===== src/design/rgblab_pkg.sv =====
// ----------------------------------------------------------------------------
// rgblab_pkg
// Shared types, constants and the sRGB transfer table of the RGB to L*a*b*
// converter.
// ----------------------------------------------------------------------------
package rgblab_pkg;

	localparam int LIN_W         = 21;
	localparam int FRAC_BITS_DEF = 8;

	typedef struct packed {
		logic valid;
		logic last;
	} tag_t;

	typedef logic [LIN_W-1:0] lin_tbl_t [256];

	// matrix rows scaled by two (and by ten for X and Z), plus rounding bias
	localparam longint unsigned X_R2   = 82480;
	localparam longint unsigned X_G2   = 71520;
	localparam longint unsigned X_B2   = 36100;
	localparam longint unsigned X_BIAS = 95047;
	localparam longint unsigned X_DIV  = 2 * X_BIAS;
	localparam longint unsigned Y_R2   = 4252;
	localparam longint unsigned Y_G2   = 14304;
	localparam longint unsigned Y_B2   = 1444;
	localparam longint unsigned Y_BIAS = 10000;
	localparam longint unsigned Y_DIV  = 2 * Y_BIAS;
	localparam longint unsigned Z_R2   = 3860;
	localparam longint unsigned Z_G2   = 23840;
	localparam longint unsigned Z_B2   = 190100;
	localparam longint unsigned Z_BIAS = 108883;
	localparam longint unsigned Z_DIV  = 2 * Z_BIAS;

	localparam int XN_W = 38;
	localparam int YN_W = 35;
	localparam int ZN_W = 38;

	// knee
	localparam longint unsigned KNEE_PROD = 64'd8856 << 20;
	localparam logic [LIN_W-1:0] KNEE_MIN = LIN_W'(KNEE_PROD / 1000000 + 1);
	localparam int              KL_V_W = 14;
	localparam int              KL_NW  = 40;
	localparam longint unsigned KL_MUL = 15574000;
	localparam longint unsigned KL_OFS = (64'd275862 << 20) + 64'd1000000;
	localparam longint unsigned KL_DIV = 2000000;

	// output scaling
	localparam longint unsigned L_MUL   = 116;
	localparam longint unsigned L_OFS   = 64'd16 << 20;
	localparam longint unsigned LB_MUL2 = 18066;
	localparam int              LB_NW   = 29;
	localparam longint unsigned LB_DIV  = 5;
	localparam int              LB_W    = 20;
	localparam longint unsigned A_MUL   = 500;
	localparam longint unsigned B_MUL   = 200;

	function automatic lin_tbl_t build_lin_table();
		lin_tbl_t        tbl;
		longint unsigned c;
		longint unsigned t;
		longint unsigned t40;
		longint unsigned t20;
		longint unsigned r;
		longint unsigned cand;
		longint unsigned p;
		for (int i = 0; i < 256; i++) begin
			c = longint'(i);
			if (c * 100000 <= 1031475) begin
				tbl[i] = LIN_W'((2 * c * 104857600 + 329460) / 658920);
			end else begin
				t   = (2 * ((1000 * c + 14025) << 20) + 269025) / 538050;
				t40 = t * t;
				t20 = (t40 + (64'd1 << 19)) >> 20;
				r   = 0;
				for (int k = 20; k >= 0; k--) begin
					cand = r | (64'd1 << k);
					p    = cand;
					for (int m = 0; m < 4; m++) begin
						p = (p * cand) >> 20;
					end
					if (cand <= (64'd1 << 20) && p <= t20) begin
						r = cand;
					end
				end
				tbl[i] = LIN_W'((t40 * r + (64'd1 << 39)) >> 40);
			end
		end
		return tbl;
	endfunction

	localparam lin_tbl_t LIN_TABLE = build_lin_table();

endpackage


===== src/design/rgblab_cdiv.sv =====
// ----------------------------------------------------------------------------
// rgblab_cdiv
// Three-stage floor division of an unsigned word by a constant: reciprocal
// multiply, remainder, one-step correction.
// ----------------------------------------------------------------------------
module rgblab_cdiv
	import rgblab_pkg::*;
#(
	parameter int              NW  = 38,
	parameter longint unsigned DIV = 190094
) (
	input  logic          clk,
	input  logic          arst_n,
	input  logic          en,
	input  logic [NW-1:0] n,
	input  tag_t          tag_in,
	output logic [NW-1:0] q,
	output tag_t          tag_out
);

	localparam logic [NW:0] POW      = (NW+1)'(1) << NW;
	localparam logic [NW:0] MUL_FULL = POW / (NW+1)'(DIV);
	localparam int          MW       = $clog2(MUL_FULL + (NW+1)'(1));
	localparam logic [MW-1:0] MUL    = MW'(MUL_FULL);
	localparam logic [NW:0] QMAX     = (POW - (NW+1)'(1)) / (NW+1)'(DIV);
	localparam int          QW       = $clog2(QMAX + (NW+1)'(1));
	localparam int          DW       = $clog2(DIV + 1);

	logic [NW+MW-1:0] prod_s1;
	logic [NW-1:0]    n_s1;
	logic [QW-1:0]    q0_s2;
	logic [DW:0]      rem_s2;
	logic [NW-1:0]    q_s3;
	tag_t             tag_s1, tag_s2, tag_s3;

	logic [QW-1:0] q0;
	logic [NW-1:0] qd;
	logic [NW-1:0] rem_full;

	assign q0       = QW'(prod_s1 >> NW);
	assign qd       = NW'(q0) * NW'(DIV);
	assign rem_full = n_s1 - qd;

	always_ff @(posedge clk or negedge arst_n) begin
		if (!arst_n) begin
			tag_s1 <= '0;
			tag_s2 <= '0;
			tag_s3 <= '0;
		end else if (en) begin
			tag_s1 <= tag_in;
			tag_s2 <= tag_s1;
			tag_s3 <= tag_s2;
		end
	end

	always_ff @(posedge clk) begin
		if (en) begin
			prod_s1 <= (NW+MW)'(n) * (NW+MW)'(MUL);
			n_s1    <= n;
			q0_s2   <= q0;
			rem_s2  <= (DW+1)'(rem_full);
			q_s3    <= NW'(q0_s2) + NW'(rem_s2 >= (DW+1)'(DIV));
		end
	end

	assign q       = q_s3;
	assign tag_out = tag_s3;

endmodule


===== config.mk =====
export PLATFORM = sky130hd
export DESIGN_NAME = rgblab_cdiv
export DESIGN_NICKNAME = d
export VERILOG_FILES = /design/src/design/rgblab_pkg.sv /design/src/design/rgblab_cdiv.sv
export SDC_FILE = /design/constraint.sdc
export NUM_CORES = 1
export LEC_CHECK = 0
export ABC_AREA = 1
export BUFFER_PORTS_ARGS = -buffer_cell sky130_fd_sc_hd__buf_2
export CAP_MARGIN = 20
export CORE_MARGIN = 3
export CORE_UTILIZATION = 50
export CTS_CLUSTER_SIZE = 28
export DETAILED_ROUTE_END_ITERATION = 6
export GPL_ROUTABILITY_DRIVEN = 0
export PLACE_DENSITY = 0.73
export SYNTH_ARGS = -nofsm -noshare
export SYNTH_HDL_FRONTEND = slang
export SYNTH_SLANG_ARGS = --single-unit

===== constraint.sdc =====
create_clock -name clk -period 16.6 [get_ports clk]
set_input_delay 0.83 -clock clk [delete_from_list [all_inputs] [get_ports clk]]
set_output_delay 0.83 -clock clk [all_outputs]
set_load 0.02 [all_outputs]

After elaboration in Yosys (flattened, before gate mapping) --
Cells that the tools add are included.
Storage, ports and cells: flip-flop bits (word level) 161, output and inout port bits 40, logic and storage cells 16
Cells by class: $add $sub $neg 2, multiply operators 2, $lt $le $gt $ge 1
Operator list (count):
- 38-bit by 20-bit multiplier with 58-bit output (second input constant) | 1
- 21-bit by 1-bit adder with 22-bit output | 1
- 21-bit by 17-bit multiplier with 18-bit output (second input constant) | 1
- 19-bit by 18-bit >= comparator with 1-bit output (second input constant) | 1
- 19-bit subtractor | 1

Logic depth before layout (Yosys ltp) --
Gate-level depths: netlist (run 1).
depth in word-level cells 2, gate-level depth with buffers 35

Worst setup path after synthesis (run 1) --
No wires, ideal clock.
path kind input to register, start point input port n[18], end point register prod_s1[45] (data pin), arrival 5.232 ns, data required time 16.347 ns, setup slack 11.116 ns, stages 21, cells stage by stage ha_1 > fa_1 > fa_1 > fa_1 > inv_1 > fa_1 > inv_1 > fa_1 > inv_1 > fa_1 > inv_1 > ha_1 > nand2_1 > inv_1 > nand2_1 > nor2_1 > nand2_1 > nor4_1 > nand2_1 > nand4_1 > nand2_1
On the way: cells in the longest elaborated chain, start to end 1
Ends and longest elaborated chain:
- start: declaration | RTL line rgblab_cdiv.sv:15 | input logic [NW-1:0] n,
- 38-bit by 20-bit multiplier with 58-bit output | RTL line rgblab_cdiv.sv:58 | prod_s1 <= (NW+MW)'(n) * (NW+MW)'(MUL);
- end signal: assignment | RTL line rgblab_cdiv.sv:58
- end: declaration | RTL line rgblab_cdiv.sv:29 | logic [NW+MW-1:0] prod_s1;
No other way between the ends. A chain may end at the register's enable or synchronous reset.

Final worst setup path (run 1) --
start point input port n[18], end point register prod_s1[53] (data pin)
The elaborated chain is that of the path after synthesis.

==> results of run 1 <==
==> flip-flops by register name, summed over array words and instances (netlist names) <==
name     count
prod_s1     21
q           22
tag_out      2
n_s1        18
tag_s2       2
q0_s2       21
tag_s1       2
rem_s2      18
==> per-stage QoR <==
stage / setup WS, ps / utilization / cells / instance area [µm²] / hold WS (ps)
3_5_place_dp: 10080 / 0.532 / 2905 / 21200 / 423
4_1_cts: 10450 / 0.540 / 2921 / 21500 / 256
5_1_grt: 9950 / 0.540 / 2921 / 21500 / 262
3_3_place_gp: 10220 / 0.532 / 2905 / 21200 / 411
6_report: 10380 / 0.540 / 2921 / 21500 / 273
2_1_floorplan: 11120 / - / 2330 / 20300 / 400
==> metal layers <==
layer / share of wire / vias up
li1: - / 7330
met1: 0.40 / 7335
met2: 0.51 / 441
met3: 0.041 / 141
met4: 0.046 / 0
met5: 0 / -
==> logic make-up (layout without fill, tap and decap cells) <==
| group | Yosys count | in the layout | synth area share |
|---|---|---|---|
| AOI/OAI and AO/OA | 192 | 192 | 0.0524 |
| xor gates and xnor gates | 52 | 52 | 0.0225 |
| adders and majority gates | 656 | 656 | 0.508 |
| buffers and inverters | 627 | 693 | 0.119 |
| DFF | 106 | 106 | 0.156 |
| muxes | 2 | 2 | 0.00111 |
| other | 1 | 16 | 0.000185 |
| and+or+nand+nor | 679 | 679 | 0.141 |
==> placed cells by master (no fill, tap or decap), types with 19 or more instances in the layout <==
cell and n:
o21ai_0 35, o21bai_1 21, xor2_1 33, nand2_1 411, ha_1 380, xnor2_1 19, nand3_1 66, nor2_1 137
nand4_1 22, a21oi_1 102, buf_2 65, fa_1 276, inv_1 595, edfxtp_1 100
==> critical path, delay by kind of cell <==
| kind | cells | cell delay [ps] |
|---|---|---|
| fa+ha+maj | 8 | 3600 |
| buf+inv | 6 | 660 |
| simple gates | 8 | 1240 |
==> final timing paths <==
| path | endpoint | from | depth (start not counted) |
|---|---|---|---|
| worst max-delay path | prod_s1[53] | n[18] | 22 |
| worst min-delay path | tag_s1[1] | arst_n | 1 |
| worst max register to register | rem_s2[18] | prod_s1[38] | 28 |
| worst min register to register | q0_s2[20] | prod_s1[58] | 0 |
| max in group asynchronous | tag_out[0] | arst_n | 1 |
| min in group clk | q0_s2[20] | prod_s1[58] | 0 |
==> final cells by class <==
cell class              instances  area [µm²]
clock buffers                   9         225
clock inverters                 7         100
fillers                      3652       18300
inverters                     610        2290
multi-input cells            1597       14700
flip-flops and latches        106        3150
well taps                     525         657
repair buffers                 67         340
==> flow_summary.toml, run 1 <==
[sta]
finalSetupViolCount = 0
relSlewSlack = 0.370
finClkSkew_ps = 17.3
post-route-min-period_ps = 6220
slew_violations = 0
hold_viol = 0
layout_worst_path_cycle_share = 0.375
fmax_mhz = 161
worstMarginPinSlew_ps = 945
setup_tns_ps = 0
rsz0062_at_grt = "no"

[logic_synthesis]
yosysTopAreaCell = "fa_1"
ys.flop_type = "edfxtp_1"
synth_most_common_cell = "inv_1"
synth.cell_area_mm2 = 0.0202
yosysSeqAreaShare = 0.156
synth.ff_latch_count = 106
ys_warn_count = 0
yosysUniqueCellTypes = 44
synth_edf_count = 100
syn_avg_cell_area_um2 = 8.74
synthArstFlopShare = 0.0566
synth_cells = 2315
netlist_top_cells_count = "inv_1 (595), nand2_1 (411), ha_1 (380)"
netlist.area_leader.share = 0.273
synthTopCellsByArea = "fa_1 (27%), ha_1 (23%), edfxtp_1 (15%)"

[grt]
grt-ovfl-total = 0
grt_pass1_vias = 16411
met2_usage = 0.415
met3_usage = 0.0230
grt.met1_usage = 0.275
grtUsageTotal = 0.228
grt_start_max_net_pins = 74
globalRoute.busiestLayer = "met2"
antenna_found_initial = 0
grt_pass1_wl_um = 79300

[drt]
routed-via-count = 15247
antenna_left = 0
viasPerCell = 5.22
drt_pre_antenna_iters = 6
drc_errors = 0
routed_wl_um = 47000
initialDrtViolationCount = 1077
routedWlPerCell_um = 16.1

[placement]
port_buffers = 66
place_hpwl_um = 40900

[cts]
cts_made_buffers = 9
cts_tree = "built"
clockRootBuffer = "clkbuf_16"
cts_resized = 0
postCtsHoldBufs = 0
clkTransAtPathRegs_ps = 70
clock_sink_count = 106
htree_levels = 3
postCtsSetupBuffers = 0
clock_path_buffers = 2
clkLatencyLatePin_ps = 370

[floorplan]
pin_count = 83
die_area_mm2 = 0.0429
initial_core_util = 0.508
coreArea_mm2 = 0.0398
die_x_um = 207
rows = 73
dieHeight_um = 207

[setup_path]
path_cells = "buf_2 > ha_1 > fa_1 > fa_1 > fa_1 > inv_1 > fa_1 > inv_1 > fa_1 > inv_1 > fa_1 > inv_1 > ha_1 > nand2_1 > inv_1 > nand2_1 > nor2_1 > nand2_1 > nor4_1 > nand2_1 > nand4_1 > nand2_1"
cp_max_fo = 10
cpPeakStageDelay_ps = 510
crit_path_start_kind = "input pin"
crit_type = "input pin to flop"
required_ps = 16730
critPathCaptureType = "flop"
crit_slowest_cell = "fa_1"
path_common_cell = "fa_1"
r2r_slack_ps = 10460
worstPathArrival_ps = 6350

[finish]
area_growth_pct = 6.20
drive_above_1_share = 0.0472
final_nets = 3090
diodes = 0

[job]
max-cap-violations = 0

[run_status]
status = "complete, no violations"

[hold_path]
min_path_type = "input pin to asynchronous set/reset pin"
Power of run 1 is not shown: default switching activity piles up to over one toggle a cycle in this logic, so the estimate is an artifact.
==> inputs of run 2 (changes only) <==
ABC_AREA = 0   (was 1)
PLACE_DENSITY = 0.76   (was 0.73)
clock period = 5.1 ns   (was 16.6 ns; I/O delays follow)
==> flow_summary.toml, run 2 <==
[logic_synthesis]
synthArstFlopShare = 0.0566
yosysSeqAreaShare = 0.178
yosysTopAreaCell = "fa_1"
synthTopCellsByArea = "fa_1 (31%), ha_1 (27%), edfxtp_1 (17%)"
syn_avg_cell_area_um2 = 11.2
ys.flop_type = "edfxtp_1"
netlist_top_cells_count = "inv_1 (430), ha_1 (380), fa_1 (276)"
netlist.area_leader.share = 0.312
synth.cell_area_mm2 = 0.0177
yosysUniqueCellTypes = 54
synth_cells = 1584
synth.ff_latch_count = 106
ys_warn_count = 0
synth_edf_count = 100
synth_most_common_cell = "inv_1"

[sta]
finalSetupViolCount = 23
rsz0062_at_grt = "yes"
slew_violations = 0
finClkSkew_ps = 6.31
setup_ws_ps = -662
fmax_mhz = 174
hold_viol = 0
post-route-min-period_ps = 5760
worstMarginPinSlew_ps = 688
relSlewSlack = 0.538
layout_worst_path_cycle_share = 1.13

[hold_path]
holdPathEnd = "tag_s1[0]"
min_path_type = "input pin to flop"
hold_start = "tag_in[0]"
worstHoldPathCells = 2

[floorplan]
die_x_um = 194
coreArea_mm2 = 0.0347
pin_count = 83
initial_core_util = 0.510
die_area_mm2 = 0.0377
dieHeight_um = 194
rows = 68

[setup_path]
r2r-start = "prod_s1[41]"
cpPeakStageDelay_ps = 570
path_cells = "buf_8 > ha_4 > fa_1 > fa_2 > fa_1 > inv_1 > fa_1 > inv_1 > fa_1 > inv_2 > fa_1 > inv_2 > ha_4 > a211o_1 > a311o_1 > a211oi_4 > buf_4 > a221oi_4 > a41oi_2 > o21ai_2 > a21boi_2 > o21bai_1 > xor2_1"
critPathCaptureType = "flop"
r2r_end = "rem_s2[17]"
path_common_cell = "fa_1"
reg2reg_depth = 22
cp_max_fo = 4
r2r_slack_ps = -330
worstPathArrival_ps = 5870
required_ps = 5210
critPathLaunch = "n[16]"
crit_path_start_kind = "input pin"
crit_slowest_cell = "fa_1"
crit_type = "input pin to flop"

[drt]
viasPerCell = 5.16
routed_wl_um = 39500
antenna_left = 0
routed-via-count = 12104
initialDrtViolationCount = 501
routedWlPerCell_um = 16.8
drc_errors = 0
drt_pre_antenna_iters = 5

[grt]
grt_start_max_net_pins = 56
grt_pass1_vias = 13309
antenna_found_initial = 0
grtUsageTotal = 0.212
grt_pass1_wl_um = 64700
grt-ovfl-total = 0

[cts]
clkTransAtPathRegs_ps = 70
clkLatencyLatePin_ps = 360
clock_path_buffers = 2
cts_tree = "built"
clock_sink_count = 106
htree_levels = 3
clockRootBuffer = "clkbuf_16"
cts_made_buffers = 9

[placement]
dpl.cell_count = 2298
place_hpwl_um = 33000
port_buffers = 66

[finish]
area_growth_pct = 22.1
diodes = 0
multi_input_area_mm2 = 0.0138
regArea_mm2 = 0.00315
final_nets = 2586
layout_common_cells = "inv_1 (417), ha_1 (324), fa_1 (267)"
instances_no_fill = 2347
largest_reg_flops = 22
drive_above_1_share = 0.245
fill_cells = 2601
final_common_cell = "inv_1"

[job]
max-cap-violations = 0

[run_status]
violations = "setup timing"
status = "finished, violations left"
==> run 2: cell types whose count changed in the layout (fill, tap and decap cells not counted), moves of 45 or more <==
cell,delta
nand2_1,-391
buf_4,+215
inv_1,-178
nor2_1,-117
a21oi_1,-71
ha_1,-56
ha_4,+47
nand3_1,-47
xnor2_1,+45
==> run 2: per-stage QoR <==
stage	setup slack, ps	setup TNS (ps)	hold WS [ps]	utilization	cell area [µm²]
6_report	-662	-11890	129	0.623	21600
3_3_place_gp	-1060	-19340	74.6	0.579	20100
4_1_cts	-603	-9760	116	0.608	21100
2_1_floorplan	-701	-10200	-40.6	-	17900
3_5_place_dp	-1130	-21370	85.9	0.579	20100
5_1_grt	-926	-16780	125	0.623	21600
==> run 2: timing repair <==
action | in CTS | in global routing
hold endpoints to repair | 6 | 0
setup buffers | 17 | 17
gates resized for setup | 96 | 91
gates cloned | 0 | 0
pin swaps | 62 | 80
hold buffers | 1 | 0
endpoints found under the setup margin | 26 | 27
==> run 2: layout make-up <==
cell class | instances | area share
Clock buffer | 10 | 0.0111
Inverter | 430 | 0.0748
Tap cell | 455 | 0.0263
Multi-Input combinational cell | 1046 | 0.638
Clock inverter | 6 | 0.00330
Timing Repair Buffer | 294 | 0.101
Sequential cell | 106 | 0.146
==> run 2: how the worst max path moves through the flow <==
stage	end	slack (ps)	cells after the start
after floorplan	prod_s1[48]	-700	21
after global placement	prod_s1[52]	-1060	22
after detailed placement	prod_s1[52]	-1130	22
after CTS	prod_s1[49]	-600	22
after global routing	prod_s1[48]	-930	22
final	prod_s1[49]	-660	23
==> run 2: kinds of logic after synthesis <==
| group | count (synthesis) | synth area share |
|---|---|---|
| AO/OA/AOI/OAI | 153 | 0.0597 |
| buffers and inverters | 447 | 0.0981 |
| flip-flops | 106 | 0.178 |
| adder cells (fa/ha/maj) | 656 | 0.581 |
| other | 1 | 0.000212 |
| AND/OR/NAND/NOR | 126 | 0.0355 |
| multiplexers | 6 | 0.00382 |
| XOR/XNOR | 89 | 0.0440 |
==> run 2: routing by layer <==
metal	vias up	wire length, µm	global-route usage	part of all wire
li1	5686	-	-	-
met1	6036	16100	0.267	0.41
met2	298	20500	0.379	0.52
met3	84	1780	0.0313	0.045
met4	0	1110	0.0660	0.028
met5	-	0	0	0
==> run 2: worst max-delay path, delay by kind of cell <==
family | cells | cell delay [ps]
AO/OA/AOI/OAI | 8 | 1620
XOR/XNOR | 1 | 150
adder cells (fa/ha/maj) | 8 | 3400
buffers and inverters | 6 | 460
Power of run 2 is left out for the same reason.
==> inputs of run 3 (changes only) <==
SKIP_LAST_GASP = 1   (was not set)
==> flow_summary.toml, run 3 (synthesis results as in run 2) <==
[run_status]
status = "finished, violations left"
violations = "setup timing"

[drt]
antenna_left = 0
routed-via-count = 12117
initialDrtViolationCount = 538
routed_wl_um = 39300
routedWlPerCell_um = 16.7
drc_errors = 0
drt_pre_antenna_iters = 5
viasPerCell = 5.16

[setup_path]
r2r-start = "prod_s1[41]"
reg2reg_depth = 22
crit_type = "input pin to flop"
required_ps = 5200
path_cells = "buf_2 > ha_4 > fa_1 > fa_2 > fa_1 > inv_1 > fa_1 > inv_1 > fa_1 > inv_1 > fa_1 > inv_1 > ha_1 > o21a_1 > o21ai_1 > a211o_1 > a221oi_4 > nand2_2 > o31ai_4 > a31o_2 > a21oi_1 > xnor2_1"
cpPeakStageDelay_ps = 550
cp_max_fo = 5
setup.worst_path.end = "prod_s1[52]"
critPathCaptureType = "flop"
crit_path_start_kind = "input pin"
path_common_cell = "fa_1"
r2r_slack_ps = -340
critPathLaunch = "n[3]"
worstPathArrival_ps = 5850
r2r_end = "rem_s2[18]"
crit_slowest_cell = "fa_1"

[floorplan]
initial_core_util = 0.510
die_area_mm2 = 0.0377
pin_count = 83
rows = 68
dieHeight_um = 194
coreArea_mm2 = 0.0347
die_x_um = 194

[cts]
cts_tree = "built"
clock_sink_count = 106
clockRootBuffer = "clkbuf_16"
clock_path_buffers = 2
clkLatencyLatePin_ps = 360
htree_levels = 3
cts_made_buffers = 9
clkTransAtPathRegs_ps = 70

[finish]
fill_cells = 2615
drive_above_1_share = 0.242
layout_common_cells = "inv_1 (419), ha_1 (326), fa_1 (267)"
area_growth_pct = 21.9
final_common_cell = "inv_1"
final_nets = 2586
fin_area_mm2 = 0.0216
instances_no_fill = 2347
largest_reg_flops = 22
diodes = 0

[sta]
setup_tns_ps = -11560
hold_viol = 0
finalSetupViolCount = 24
finClkSkew_ps = 7.08
slew_violations = 0
setup_ws_ps = -646
rsz0062_at_grt = "yes"
post-route-min-period_ps = 5750
layout_worst_path_cycle_share = 1.13
fmax_mhz = 174
relSlewSlack = 0.538
worstMarginPinSlew_ps = 688

[grt]
grt-ovfl-total = 0
grt_start_max_net_pins = 56
grt_pass1_wl_um = 64500
grtUsageTotal = 0.212
grt_pass1_vias = 13299
antenna_found_initial = 0

[placement]
dpl.cell_count = 2298
place_hpwl_um = 33000
placed_area_mm2 = 0.0201
dp_slack_ps = -1130
port_buffers = 66

[job]
max-cap-violations = 0

[hold_path]
min_path_type = "input pin to flop"
==> run 3: cell counts in the layout (fill, tap and decap cells not counted) <==
Identical to the previous run, type by type.
==> run 3: critical path, delay by kind of cell <==
family	cells	cell delay (ps)
AOI/OAI and AO/OA	7	1560
xor gates and xnor gates	1	130
buffers and inverters	5	340
and+or+nand+nor	1	130
adders and majority gates	8	3440
==> run 3: area by class of cell <==
class	instances	area, µm²	share of cell area
Clock inverter	6	71.3	0.00330
Tap cell	455	569	0.0264
Timing Repair Buffer	294	2160	0.100
Inverter	430	1620	0.0749
Multi-Input combinational cell	1046	13800	0.638
Clock buffer	10	239	0.0111
Sequential cell	106	3150	0.146
==> run 3: per-stage QoR <==
| step | hold WS, ps | util |
|---|---|---|
| finish | 131 | 0.622 |
| global placement | 74.6 | 0.579 |
| global route | 125 | 0.622 |
| detailed placement | 85.9 | 0.579 |
| floorplan | -40.6 | - |
| CTS | 116 | 0.606 |
==> run 3: worst min path at each step <==
| stage | from | endpoint | slack [ps] | cells past startpoint |
|---|---|---|---|---|
| after detailed placement | arst_n | tag_s1[0] | 90 | 1 |
| after global routing | tag_in[0] | tag_s1[0] | 130 | 2 |
| after floorplan | arst_n | tag_out[0] | -40 | 0 |
| final | tag_in[0] | tag_s1[0] | 130 | 2 |
| after global placement | arst_n | tag_s1[1] | 70 | 1 |
| after CTS | tag_in[0] | tag_s1[0] | 120 | 2 |
==> run 3: what timing repair did <==
action | in CTS | in global routing
gates resized for setup | 85 | 92
hold buffers | 1 | 0
setup buffers | 17 | 17
pin swaps | 62 | 82
endpoints found under the setup margin | 26 | 27
hold endpoints to repair | 6 | 0
==> run 3: metal layers <==
metal / track usage / part of all wire
met5: 0 / 0
met3: 0.0309 / 0.048
met2: 0.378 / 0.52
met1: 0.267 / 0.40
met4: 0.0660 / 0.032
Power of run 3 is left out for the same reason.
